## src/hdl/mts_pkg.sv

```systemverilog
// Shared types, codes and the melody note ROM for the melody tone sequencer.
package mts_pkg;

  localparam int FUNC_W      = 2;
  localparam int SEL_W       = 3;
  localparam int PLAY_TIME_W = 20;
  localparam int FREQ_W      = 11;
  localparam int LEN_W       = 9;
  localparam int MEL_W       = 2;
  localparam int POS_W       = 3;
  localparam int CNT_W       = 5;

  typedef enum logic [FUNC_W-1:0] {
    FUNC_TICK  = 2'd0,
    FUNC_START = 2'd1,
    FUNC_STOP  = 2'd2,
    FUNC_NONE  = 2'd3
  } func_t;

  typedef enum logic [MEL_W-1:0] {
    MEL_NORMAL    = 2'd0,
    MEL_INTERVAL  = 2'd1,
    MEL_EMERGENCY = 2'd2,
    MEL_SPECIAL   = 2'd3
  } melody_t;

  // Number of notes stored for each melody.
  function automatic logic [CNT_W-1:0] mel_count(input melody_t m);
    case (m)
      MEL_NORMAL:    mel_count = 5'd5;
      MEL_INTERVAL:  mel_count = 5'd3;
      MEL_EMERGENCY: mel_count = 5'd7;
      MEL_SPECIAL:   mel_count = 5'd4;
      default:       mel_count = 5'd5;
    endcase
  endfunction

  // Note frequency in Hz; unused slots read as silence.
  function automatic logic [FREQ_W-1:0] note_freq(input melody_t m,
                                                  input logic [POS_W-1:0] p);
    note_freq = '0;
    case (m)
      MEL_NORMAL:    if (p <= 3'd4 && !p[0]) note_freq = 11'd1000;
      MEL_INTERVAL:  if (p == 3'd0 || p == 3'd2) note_freq = 11'd800;
      MEL_EMERGENCY: if (p <= 3'd6 && !p[0]) note_freq = 11'd1500;
      MEL_SPECIAL: begin
        case (p)
          3'd0:    note_freq = 11'd600;
          3'd1:    note_freq = 11'd800;
          3'd2:    note_freq = 11'd1000;
          3'd3:    note_freq = 11'd1200;
          default: note_freq = '0;
        endcase
      end
      default:       note_freq = '0;
    endcase
  endfunction

  // Note length in milliseconds; unused slots read as zero.
  function automatic logic [LEN_W-1:0] note_len(input melody_t m,
                                                input logic [POS_W-1:0] p);
    note_len = '0;
    case (m)
      MEL_NORMAL:    if (p <= 3'd4) note_len = p[0] ? 9'd100 : 9'd200;
      MEL_INTERVAL:  if (p <= 3'd2) note_len = p[0] ? 9'd200 : 9'd500;
      MEL_EMERGENCY: if (p <= 3'd6) note_len = p[0] ? 9'd50 : 9'd100;
      MEL_SPECIAL: begin
        if (p <= 3'd2) note_len = 9'd200;
        else if (p == 3'd3) note_len = 9'd400;
      end
      default:       note_len = '0;
    endcase
  endfunction

endpackage

```

## src/hdl/melody_tone_sequencer.sv

```systemverilog
// Top level of the melody tone sequencer: state memory, note update and result register.
//
// Usage: each input beat (in_func) is a one millisecond tick, a start with a
// melody number and a play time, a stop request or no operation. Every input beat yields
// exactly one result beat with the tone frequency, the tone enable and the
// busy flag as they stand after that beat was handled.
// Both channels use valid/stall; a beat moves when valid is high and stall is
// low. A taken beat waits in the input stage register and then moves to the
// output register: the state memory is read at the edge that takes the beat,
// and the updated state and tone are registered as the beat leaves that stage.
// Throughput is one beat per cycle while the receiver does not stall: the
// sequencer state lives in a one-entry synchronous memory read every cycle,
// and the last written state is forwarded so beats may follow back to back.
// When the receiver stalls, the output register holds its beat and the
// input stalls as soon as the internal stage is also full.
// Reset clears the pipeline valids and marks the state memory as not yet
// written, so the block starts idle and silent.
module melody_tone_sequencer
  import mts_pkg::*;
#(
  parameter int MAX_NOTES = 8,
  parameter int TIME_BITS = 20
) (
  input  logic                   clk,
  input  logic                   rst_n,
  input  logic                   in_valid,
  output logic                   in_stall,
  input  logic [FUNC_W-1:0]      in_func,
  input  logic [SEL_W-1:0]       in_melody_sel,
  input  logic [PLAY_TIME_W-1:0] in_play_time_ms,
  output logic                   out_valid,
  input  logic                   out_stall,
  output logic [FREQ_W-1:0]      out_tone_freq_hz,
  output logic                   out_tone_on,
  output logic                   out_busy_res
);

  localparam int PT_W  = (TIME_BITS < PLAY_TIME_W) ? TIME_BITS : PLAY_TIME_W;
  localparam int ACC_W = TIME_BITS + 1;
  localparam logic [CNT_W-1:0] MAX_CNT = CNT_W'(MAX_NOTES);

  typedef struct packed {
    logic                 playing;
    logic                 stop_pending;
    melody_t              active_melody;
    logic [POS_W-1:0]     note_pos;
    logic [LEN_W-1:0]     note_left_ms;
    logic [ACC_W-1:0]     played_ms;
    logic [TIME_BITS-1:0] target_ms;
  } state_t;

  state_t state_mem [1];
  state_t rd_r;
  state_t fwd_r;
  logic   fwd_vld_r;
  logic   mem_init_r;

  logic                   s1_vld_r;
  logic [FUNC_W-1:0]      s1_func_r;
  logic [SEL_W-1:0]       s1_sel_r;
  logic [PLAY_TIME_W-1:0] s1_time_r;

  logic              out_vld_r;
  logic [FREQ_W-1:0] out_freq_r;
  logic              out_on_r;
  logic              out_busy_r;

  logic              s1_adv;
  logic              in_take;
  state_t            st;
  state_t            st_nxt;
  logic [CNT_W-1:0]  mel_len;
  logic [CNT_W-1:0]  pos_inc;
  logic [LEN_W-1:0]  left_dec;
  logic [ACC_W-1:0]  played_sum;
  logic [FREQ_W-1:0] freq_nxt;

  assign s1_adv   = s1_vld_r && (!out_vld_r || !out_stall);
  assign in_stall = s1_vld_r && !s1_adv;
  assign in_take  = in_valid && !in_stall;

  // A write lands in the memory at the same edge as the read, so the most recently
  // written state, not yet in the read register, comes from the forwarding register.
  always_comb begin
    if (fwd_vld_r) st = fwd_r;
    else if (mem_init_r) st = rd_r;
    else st = '0;
  end

  always_comb begin
    mel_len    = (mel_count(st.active_melody) > MAX_CNT) ? MAX_CNT
                                                         : mel_count(st.active_melody);
    pos_inc    = CNT_W'(st.note_pos) + CNT_W'(1);
    left_dec   = (st.note_left_ms != '0) ? st.note_left_ms - LEN_W'(1) : st.note_left_ms;
    played_sum = st.played_ms + ACC_W'(note_len(st.active_melody, st.note_pos));
    st_nxt     = st;
    case (func_t'(s1_func_r))
      FUNC_START: begin
        if (!st.playing) begin
          st_nxt.stop_pending = 1'b0;
          if (s1_time_r[PT_W-1:0] != '0) begin
            st_nxt.playing       = 1'b1;
            st_nxt.active_melody = (s1_sel_r > SEL_W'(3)) ? MEL_NORMAL
                                                          : melody_t'(s1_sel_r[MEL_W-1:0]);
            st_nxt.note_pos      = '0;
            st_nxt.note_left_ms  = note_len(st_nxt.active_melody, '0);
            st_nxt.played_ms     = '0;
            st_nxt.target_ms     = TIME_BITS'(s1_time_r[PT_W-1:0]);
          end
        end
      end
      FUNC_STOP: st_nxt.stop_pending = 1'b1;
      FUNC_TICK: begin
        if (st.playing) begin
          st_nxt.note_left_ms = left_dec;
          if (left_dec == '0) begin
            st_nxt.played_ms = played_sum;
            st_nxt.note_pos  = (pos_inc >= mel_len) ? '0 : pos_inc[POS_W-1:0];
            if (st.stop_pending || played_sum >= ACC_W'(st.target_ms)) begin
              st_nxt.playing      = 1'b0;
              st_nxt.note_left_ms = '0;
            end else begin
              st_nxt.note_left_ms = note_len(st.active_melody, st_nxt.note_pos);
            end
          end
        end
      end
      default: st_nxt = st;
    endcase
    freq_nxt = st_nxt.playing ? note_freq(st_nxt.active_melody, st_nxt.note_pos) : '0;
  end

  always_ff @(posedge clk) begin
    if (s1_adv) begin
      state_mem[0] <= st_nxt;
    end
    rd_r <= state_mem[0];
  end

  always_ff @(posedge clk) begin
    if (!rst_n) begin
      fwd_vld_r  <= 1'b0;
      mem_init_r <= 1'b0;
      s1_vld_r   <= 1'b0;
      out_vld_r  <= 1'b0;
    end else begin
      fwd_vld_r <= s1_adv;
      if (s1_adv) mem_init_r <= 1'b1;
      if (in_take) s1_vld_r <= 1'b1;
      else if (s1_adv) s1_vld_r <= 1'b0;
      if (s1_adv) out_vld_r <= 1'b1;
      else if (!out_stall) out_vld_r <= 1'b0;
    end
  end

  always_ff @(posedge clk) begin
    if (s1_adv) begin
      fwd_r      <= st_nxt;
      out_freq_r <= freq_nxt;
      out_on_r   <= (freq_nxt != '0);
      out_busy_r <= st_nxt.playing;
    end
    if (in_take) begin
      s1_func_r <= in_func;
      s1_sel_r  <= in_melody_sel;
      s1_time_r <= in_play_time_ms;
    end
  end

  assign out_valid        = out_vld_r;
  assign out_tone_freq_hz = out_freq_r;
  assign out_tone_on      = out_on_r;
  assign out_busy_res     = out_busy_r;

endmodule

```

## config.mk

```make
export PLATFORM = sky130hd
export DESIGN_NAME = melody_tone_sequencer
export DESIGN_NICKNAME = d
export VERILOG_FILES = /design/src/hdl/mts_pkg.sv /design/src/hdl/melody_tone_sequencer.sv
export SDC_FILE = /design/constraint.sdc
export NUM_CORES = 1
export LEC_CHECK = 0
export BUFFER_PORTS_ARGS = -buffer_cell sky130_fd_sc_hd__buf_4
export CORE_MARGIN = 2
export CORE_UTILIZATION = 62
export CTS_CLUSTER_DIAMETER = 200
export DETAILED_ROUTE_END_ITERATION = 12
export PLACE_DENSITY = 0.79
export SLEW_MARGIN = 20
export SYNTH_ARGS = -nofsm -noshare
export SYNTH_HDL_FRONTEND = slang
export SYNTH_SLANG_ARGS = --single-unit
```

## constraint.sdc

```tcl
create_clock -name clk -period 8.4 [get_ports clk]
set_clock_uncertainty 0.15 [all_clocks]
set_input_delay 1.26 -clock clk [delete_from_list [all_inputs] [get_ports clk]]
set_output_delay 1.26 -clock clk [all_outputs]
set_load 0.1 [all_outputs]
```

Word-level counts from Yosys, hierarchy flattened
Memory sizes are Yosys's and may differ from the RTL's. A register that Yosys moved wholly into a read port is not among the register bits.
Index checks and enable logic that the tools add are counted.
W data, S select, Z words.
- logic and storage cells: 125
- memories kept: 1
- register bits after elaboration: 98
- RAM bits: 57
- output and inout port bits: 15
- memory list (memory ; words ; width ; rd ports ; clocked after Yosys merged registers in ; write ports ; RTL line ; text):
    state_mem ; 1 ; 57 ; 1 ; 1 ; 1 ; melody_tone_sequencer.sv:52 ; state_t state_mem [1];
- muxes and demuxes: 52
- $lt $le $gt $ge: 12
- reduce and logical (&&, ||, !) cells: 24
- eq/ne operators: 17
- add/sub/neg operators: 3
- operator list (operator ; number):
    $mux W57 ; 3
    $mux W9 ; 10
    $pmux W11 S4 ; 2
    $pmux W9 S4 ; 2
    $mux W33 ; 2
    $pmux W33 S2 ; 1
    $mux W55 ; 1
    $mux W8 ; 4
    $mux W7 ; 4
    $pmux W9 S3 ; 1
    $mux W11 ; 2
    $add A21 B9 Y21 ; 1
    $ge A21 B20 Y1 ; 1
    $mux W10 ; 2
    $mux W20 ; 1
    $pmux W5 S4 ; 1
    $reduce_bool A20 Y1 ; 1
    $le A3 B3 Y1 const B ; 6
    $eq A2 B2 Y1 const B ; 7
    $eq A3 B2 Y1 const B ; 4
    $reduce_bool A11 Y1 ; 1
    $mux W1 ; 10
    $logic_not A9 Y1 ; 1
    $reduce_bool A9 Y1 ; 1
    20 further kinds ; 39

Longest topological paths before layout
Gate-level depths: netlist of run 1.
- depth after elaboration: 22
- mapped depth: 33
- gate-level depth less buffers: 28

Least setup slack after synthesis of run 1
No wires, ideal clock.
- kind: flip-flop to flip-flop
- start: reg fwd_vld_r
- end: reg out_freq_r[6], in the netlist out_tone_freq_hz[6], data pin
- arrival: 6.656 ns
- path slack: 1.444 ns
- path buffers: 6
- period minus slack after synthesis: 6.956 ns
- cell stages (with the launch flop): 31
- cell sequence: dfxtp_1 buf_4 buf_6 buf_2 clkbuf_1 a22oi_1 ha_1 clkbuf_1 clkbuf_1 o21ai_0 o21ai_0 fa_1 a21o_1 a21oi_1 o21bai_1 a21oi_1 o21ai_0 nor3b_1 nor3b_1 xor2_1 ha_1 nand2_1 o21ai_0 a41o_1 nand4_1 a31oi_1 or4_4 a311o_4 clkinv_4 nand2_4 nor3_2
- RTL lines (item ; RTL line ; text):
    start: declaration ; melody_tone_sequencer.sv:55 ; logic fwd_vld_r;
    start signal: assignment ; melody_tone_sequencer.sv:147 ; fwd_vld_r <= s1_adv;
    end signal: assignment ; melody_tone_sequencer.sv:159 ; out_freq_r <= freq_nxt;
    end: declaration ; melody_tone_sequencer.sv:64 ; logic [FREQ_W-1:0] out_freq_r;

==> parameters.txt, run 1 <==
Parameter                              Value

Global routing
  Wire length of the first global-routing pass    32600 µm
  Vias in the first global route    6326
  Met1 track demand over resource in global routing    39.30%
  Met3 track demand over resource    between 7 and 8%
  Global route total overflow    0
  Antenna violations before repair    0
  Total routing usage reported by global routing    between 20 and 30%
  Global routing's busiest layer    met2
  Largest net degree at the start of global routing    72
  Global Route met2 Usage    47.17%

Synthesis
  Proportion of synthesized chip area in sequential cells    49.15%
  Area share of the largest cell type after synthesis    approximately a third
  Flip-flop cell with the highest count after synthesis    sky130_fd_sc_hd__edfxtp_1
  Post-Syn Instances    about 800
  Largest cells by area after synthesis    sky130_fd_sc_hd__edfxtp_1, sky130_fd_sc_hd__dfxtp_1, sky130_fd_sc_hd__ha_1, sky130_fd_sc_hd__a22oi_1, sky130_fd_sc_hd__a21oi_1
  Number of enable-type register cells in the synthesized netlist    91
  Number of library cell types mapped by synthesis    83
  Top cell type by total area after synthesis    sky130_fd_sc_hd__edfxtp_1
  Post-synthesis instance area    0.008044 mm²
  Flop and latch count out of synthesis    roughly 150
  Async SR Flop Fraction    0%
  Number of warning messages in the yosys log    0
  Mean post-synth cell area    10.27 µm²

Final layout
  Final Non-Filler Cells    994
  Count of nets after finishing    between 800 and 900
  Fraction of layout instances using a drive strength above 1    roughly 14%
  Area Overhead vs Synth    13.31%
  Number of antenna cells inserted    0

Route
  Detail-routed via count per cell    6.549
  Final ANT Viol Nets    0
  Total number of vias    between 6000 and 7000
  First-pass iteration count of the detailed router    5
  Wire length per cell after detailed routing    roughly 20 µm
  Wire length after detailed routing    a little over 20000 µm
  Count of unresolved DRC violations after routing    0
  Violation count after the first detailed-route iteration    698

Setup path
  Critical-path cell with the highest stage delay    sky130_fd_sc_hd__dfxtp_1
  Required time of the critical path    approximately 8500 ps
  Most common cell on crit path    sky130_fd_sc_hd__o21ai_0
  Reg2Reg Depth    30
  Type of the setup path with the least slack    register to register
  CP Capture Type    register
  Terminus of the critical flop-to-flop path    out_tone_freq_hz[7]$_DFFE_PP_
  Critical Path Max Stage Delay    610 ps
  Startpoint of the worst register-to-register path    mem_init_r$_SDFFE_PN0P_
  R2R Setup Slk    1090 ps
  Arrival @ worst endpoint    around 7400 ps
  Critical-path maximum fanout    19
  Startpoint Class    register

Place
  Number of I/O port buffers    41
  Instance count after placement with tap cells included    962
  HPWL after detailed placement    13320 µm
  Routability congestion estimate    between 0.9 and 1
  Placement-stage worst setup slack    1378 ps

Floorplan
  Die height    117.9 µm
  Std-Cell Core Area    0.01262 mm²
  Number of core rows    41
  Die outline area    0.01390 mm²
  Die width    117.9 µm
  Top-level port count    44
  Initial standard-cell utilization of the core    63.74%

CTS
  H-tree depth    4
  TritonCTS clock tree    yes
  Root buf cell    sky130_fd_sc_hd__clkbuf_16
  Worst skew pair latency    440 ps
  Cts hold-fix bufs    0
  Post-CTS Repair Setup Buffers    0
  Clock Sinks    152
  Bufs on Longest Clock Path    2
  # resized after CTS    0
  Number of buffers inserted during clock tree synthesis    17
  Clock-pin slew reported for the worst setup and hold paths after clock tree synthesis    60 ps

STA
  Final setup viols    0
  Maximum clock frequency    136.8 MHz
  Max-slew headroom at the worst pin    around 34%
  Least-Margin Pin Slew    between 900 and 1000 ps
  Final max-slew violation count    0
  Sum of negative setup slack    0 ps
  Unrepaired setup endpoints after global routing    false
  Min Tclk post-route    7308 ps
  Ratio of final minimum period to clock period    87.00%
  Hold violation total from the final report    0
  Final critical-path setup slack    1092 ps

Min path
  Hold worst-path end    rd_r[1]$_DFF_P_
  Worst Hold Path Cells    0
  Source of the worst hold timing path    fwd_r[1]$_DFFE_PP_
  Worst hold-check path type    register to register

Run
  Max capacitance violation total    0

Power
  Leakage    3.549 nW
  Ratio of total power to cell area    228.8 mW/mm²
  Overall power after layout    ~2.1 mW
  Highest ir drop seen on vdd    317.8 µV

Status
  Outcome    complete, no violations
layout by cell type (no fill, tap or decap), types with 19 or more instances in the layout:
cell                       count
sky130_fd_sc_hd__edfxtp_1     91
sky130_fd_sc_hd__o21ai_0      46
sky130_fd_sc_hd__buf_4        50
sky130_fd_sc_hd__ha_1         45
sky130_fd_sc_hd__a21oi_1      65
sky130_fd_sc_hd__nand3_1      24
sky130_fd_sc_hd__xnor2_1      22
sky130_fd_sc_hd__inv_1        30
sky130_fd_sc_hd__dfxtp_1      60
sky130_fd_sc_hd__a22oi_1      45
sky130_fd_sc_hd__nor2_1       56
sky130_fd_sc_hd__nand2_1      49
sky130_fd_sc_hd__o22ai_1      19
through the flow:
stage	util [%]	hold WS, ps	instance area (µm²)
4_1_cts	72.19	220.5	9110
3_3_place_gp	66.84	203.6	8434
6_report	72.23	219.3	9115
2_1_floorplan	-	198.4	8048
3_5_place_dp	66.84	207.4	8434
5_1_grt	72.23	228.3	9115
worst max path at each step:
stage	start	end	slack (ps)	cells after the start
floorplan	fwd_vld_r$_SDFF_PN0_	out_tone_freq_hz[6]$_DFFE_PP_	1440	30
global placement	mem_init_r$_SDFFE_PN0P_	fwd_r[42]$_DFFE_PP_	1590	30
detailed placement	mem_init_r$_SDFFE_PN0P_	fwd_r[42]$_DFFE_PP_	1380	30
CTS	mem_init_r$_SDFFE_PN0P_	out_tone_freq_hz[7]$_DFFE_PP_	1250	30
global route	mem_init_r$_SDFFE_PN0P_	fwd_r[47]$_DFFE_PP_	590	30
finish	mem_init_r$_SDFFE_PN0P_	out_tone_freq_hz[7]$_DFFE_PP_	1090	30
metal layers:
metal,vias to the layer above,routed length [µm]
met2,307,9584
met1,3152,8553
met3,42,1585
met4,0,439
met5,-,0
li1,3009,-
Yosys cell counts (19+ instances only):
cell type,n
sky130_fd_sc_hd__edfxtp_1,91
sky130_fd_sc_hd__clkbuf_1,30
sky130_fd_sc_hd__o22ai_1,19
sky130_fd_sc_hd__xnor2_1,22
sky130_fd_sc_hd__a21oi_1,65
sky130_fd_sc_hd__inv_1,30
sky130_fd_sc_hd__nand3_1,24
sky130_fd_sc_hd__nand2_1,49
sky130_fd_sc_hd__nor2_1,56
sky130_fd_sc_hd__a22oi_1,45
sky130_fd_sc_hd__o21ai_0,46
sky130_fd_sc_hd__ha_1,45
sky130_fd_sc_hd__dfxtp_1,61
state kept, by name (all words and copies together), names as in the netlist, 2 cells and up:
register / flops
fwd_r: 50
out_tone_freq_hz: 8
rd_r: 57
s1_func_r: 2
s1_sel_r: 3
s1_time_r: 20
state_mem: 7
power breakdown:
part	internal, mW	leakage [nW]	switching [mW]
Combinational	0.117	1.83	0.231
Clock	0.556	0.330	0.316
Sequential	0.842	1.39	0.0249
Total	1.51	3.55	0.571
cell type report:
cell class | count | area, µm²
fillers | 917 | 3505
clock inverters | 12 | 209.0
flip-flops and latches | 152 | 3955
well taps | 172 | 215.2
repair buffers | 50 | 375.4
clock buffers | 20 | 466.7
multi-input cells | 554 | 3761
inverters | 34 | 132.6
worst max-delay path: cells and delay by family (launching register included):
family,cells,cell delay (ps)
AO/OA/AOI/OAI,14,2630
AND/OR/NAND/NOR,8,2010
adder cells (fa/ha/maj),3,910
buffers and inverters,4,640
flip-flops,1,610
XOR/XNOR,1,140
logic make-up after synthesis:
logic type	synth area share, %
compound gates	23.07
xor+xnor	3.484
fa+ha+maj	7.248
buf+inv	4.433
flops	49.15
mux	0.3889
other cells	0.04662
simple gates	12.18
Note: power is estimated with default switching activity, not from simulation.
==> run 2: changes to the inputs <==
--- a/config.mk
+++ b/config.mk
@@ -10,7 +10,7 @@
 export CORE_UTILIZATION = 62
 export CTS_CLUSTER_DIAMETER = 200
 export DETAILED_ROUTE_END_ITERATION = 12
-export PLACE_DENSITY = 0.79
+export PLACE_DENSITY = 0.85
 export SLEW_MARGIN = 20
 export SYNTH_ARGS = -nofsm -noshare
 export SYNTH_HDL_FRONTEND = slang
==> parameters.txt, run 2 (synthesis results as in run 1) <==
Parameter                              Value

Place
  Placement-stage worst setup slack    1037 ps (-341.7 ps)
  HPWL after detailed placement    13680 µm (+2.8%)
  Instance count after placement with tap cells included    962 (unchanged)
  Routability congestion estimate    0.9618 (+3.6%)
  Post-DP Area    0.008434 mm² (unchanged)
  Number of I/O port buffers    41 (unchanged)

Setup path
  Critical Path End    fwd_r[42]$_DFFE_PP_
  Critical-path maximum fanout    32 (+13)
  CP Capture Type    register
  Startpoint of the worst register-to-register path    fwd_vld_r$_SDFF_PN0_
  Type of the setup path with the least slack    register to register
  Critical path origin    fwd_vld_r$_SDFF_PN0_
  Reg2Reg Depth    26 (-13%)
  Required time of the critical path    8530 ps (+40 ps)
  Terminus of the critical flop-to-flop path    fwd_r[42]$_DFFE_PP_
  R2R Setup Slk    720 ps (-370 ps)
  Startpoint Class    register
  Arrival @ worst endpoint    7810 ps (+410 ps)

Floorplan
  Top-level port count    44 (unchanged)
  Die width    117.9 µm (unchanged)
  Std-Cell Core Area    0.01262 mm² (unchanged)
  Die height    117.9 µm (unchanged)
  Initial standard-cell utilization of the core    63.74% (unchanged)
  Number of core rows    41 (unchanged)
  Die outline area    0.01390 mm² (unchanged)

CTS
  TritonCTS clock tree    yes
  # resized after CTS    0 (unchanged)
  Cts hold-fix bufs    0 (unchanged)
  Number of buffers inserted during clock tree synthesis    17 (unchanged)
  Bufs on Longest Clock Path    2 (unchanged)
  Clock Sinks    152 (unchanged)
  Worst skew pair latency    440 ps (about the same)
  Clock-pin slew reported for the worst setup and hold paths after clock tree synthesis    60 ps (about the same)
  Root buf cell    sky130_fd_sc_hd__clkbuf_16
  Post-CTS Repair Setup Buffers    0 (unchanged)
  H-tree depth    4 (unchanged)

STA
  Final max-slew violation count    0 (unchanged)
  Hold violation total from the final report    0 (unchanged)
  Min Tclk post-route    7680 ps (+372.5 ps)
  Final setup viols    0 (unchanged)
  Final Hold Slack    217.1 ps (-2.183 ps)
  Least-Margin Pin Slew    1009 ps (+25.63 ps)
  Maximum clock frequency    130.2 MHz (-4.8%)
  Max-slew headroom at the worst pin    32.48% (-1.7 points)
  Unrepaired setup endpoints after global routing    false
  Sum of negative setup slack    0 ps (unchanged)
  Ratio of final minimum period to clock period    91.43% (+4.4 points)
  Final critical-path setup slack    719.9 ps (-372.5 ps)

Global routing
  Total routing usage reported by global routing    29.46% (-0.19 points)
  Wire length of the first global-routing pass    32150 µm (-1.4%)
  Antenna violations before repair    0 (unchanged)
  Largest net degree at the start of global routing    62 (-14%)
  Global route total overflow    0 (unchanged)
  Vias in the first global route    6426 (+1.6%)

Min path
  Worst hold-check path type    register to register
  Worst Hold Path Cells    0 (unchanged)

Power
  Overall power after layout    1.969 mW (-5.6%)
  Highest ir drop seen on vdd    231.2 µV (-27%)
  Ratio of total power to cell area    218.4 mW/mm² (-4.6%)
  Leakage    3.505 nW (-1.2%)

Final layout
  Final design utilization    71.45% (-0.78 points)
  Fraction of layout instances using a drive strength above 1    13.14% (-0.36 points)
  Top Registers    rd_r: 57 flops, fwd_r: 50 flops, s1_time_r: 20 flops
  Count of nets after finishing    884 (unchanged)
  Final instance area    0.009016 mm² (-1.1%)
  Area Overhead vs Synth    12.09%
  Number of antenna cells inserted    0 (unchanged)
  Final Non-Filler Cells    994 (unchanged)
  Number of fill cells    881 (-3.9%)
  Top register by number of flip-flops    rd_r
  Leading cell type in the layout, fill and taps excluded    sky130_fd_sc_hd__edfxtp_1
  Most frequent cells in the layout    sky130_fd_sc_hd__edfxtp_1, sky130_fd_sc_hd__a21oi_1, sky130_fd_sc_hd__dfxtp_1, sky130_fd_sc_hd__nor2_1, sky130_fd_sc_hd__buf_4
  Number of flip-flops in the largest register    57 (unchanged)

Route
  Final ANT Viol Nets    0 (unchanged)
  Wire length after detailed routing    20310 µm (+0.72%)
  Count of unresolved DRC violations after routing    0 (unchanged)
  Total number of vias    6626 (+1.8%)
  First-pass iteration count of the detailed router    6 (+1)
  Violation count after the first detailed-route iteration    911 (+31%)
  Detail-routed via count per cell    6.666 (+1.8%)
  Wire length per cell after detailed routing    20.43 µm (+0.72%)

Status
  Outcome    complete, no violations

Run
  Max capacitance violation total    0 (unchanged)
run 2: cell types whose count changed in the layout (fill, tap and decap cells not counted):
cell                         change
sky130_fd_sc_hd__clkbuf_8        -3
sky130_fd_sc_hd__inv_8           -1
sky130_fd_sc_hd__clkinv_1        +2
sky130_fd_sc_hd__bufinv_16       -3
sky130_fd_sc_hd__clkbuf_1        +1
sky130_fd_sc_hd__clkinv_2        +1
sky130_fd_sc_hd__clkinv_4        +3
sky130_fd_sc_hd__inv_6           +1
sky130_fd_sc_hd__clkinvlp_4      -1
run 2: routing by layer:
layer	share of wire [%]	routed length [µm]	GRT usage, %	vias to the layer above
met5	0	0	0	-
met4	4.4	895	16.19	0
met3	9.2	1874	7.413	66
met2	48	9742	47.75	407
met1	38	7795	36.09	3133
li1	-	-	-	3020
run 2: critical path: stages (launching register included):
cell,delay (ps)
sky130_fd_sc_hd__dfxtp_2,760
sky130_fd_sc_hd__nor2b_4,280
sky130_fd_sc_hd__a22oi_1,490
sky130_fd_sc_hd__ha_1,690
sky130_fd_sc_hd__o21ai_0,350
sky130_fd_sc_hd__o21ai_0,410
sky130_fd_sc_hd__fa_1,300
sky130_fd_sc_hd__a21o_1,120
sky130_fd_sc_hd__a21oi_1,90
sky130_fd_sc_hd__o21bai_1,130
sky130_fd_sc_hd__a21oi_1,110
sky130_fd_sc_hd__o21ai_0,380
sky130_fd_sc_hd__nor3b_1,240
sky130_fd_sc_hd__buf_4,190
sky130_fd_sc_hd__nor3b_1,430
sky130_fd_sc_hd__xor2_1,130
sky130_fd_sc_hd__ha_1,320
sky130_fd_sc_hd__nand2_1,60
sky130_fd_sc_hd__o21ai_0,110
sky130_fd_sc_hd__a41o_1,220
sky130_fd_sc_hd__nand4_1,90
sky130_fd_sc_hd__a31oi_1,50
sky130_fd_sc_hd__or4_4,550
sky130_fd_sc_hd__nor2_2,320
sky130_fd_sc_hd__a21bo_2,210
sky130_fd_sc_hd__o2111ai_1,130
sky130_fd_sc_hd__a21oi_1,200
run 2: how the worst min path moves through the flow:
stage	slack (ps)	end	from
6_report	220	rd_r[25]$_DFF_P_	fwd_r[25]$_DFFE_PP_
5_1_grt	230	rd_r[4]$_DFF_P_	fwd_r[4]$_DFFE_PP_
4_1_cts	220	rd_r[33]$_DFF_P_	fwd_r[33]$_DFFE_PP_
3_5_place_dp	210	rd_r[27]$_DFF_P_	fwd_r[27]$_DFFE_PP_
3_3_place_gp	200	rd_r[1]$_DFF_P_	fwd_r[1]$_DFFE_PP_
2_1_floorplan	200	rd_r[54]$_DFF_P_	state_mem[0][54]$_DFFE_PP_
run 2: area by class of cell:
class / count / area, µm² / share of cell area (%)
flip-flops and latches: 152 / 3955 / 43.87
multi-input cells: 554 / 3761 / 41.72
clock buffers: 18 / 429.2 / 4.760
repair buffers: 50 / 375.4 / 4.163
well taps: 172 / 215.2 / 2.387
clock inverters: 14 / 147.6 / 1.638
inverters: 34 / 132.6 / 1.471
run 2: power by group:
part | total (mW) | internal [mW] | switching [mW]
Combinational | 0.347 | 0.117 | 0.230
Clock | 0.754 | 0.439 | 0.314
Sequential | 0.868 | 0.842 | 0.0266
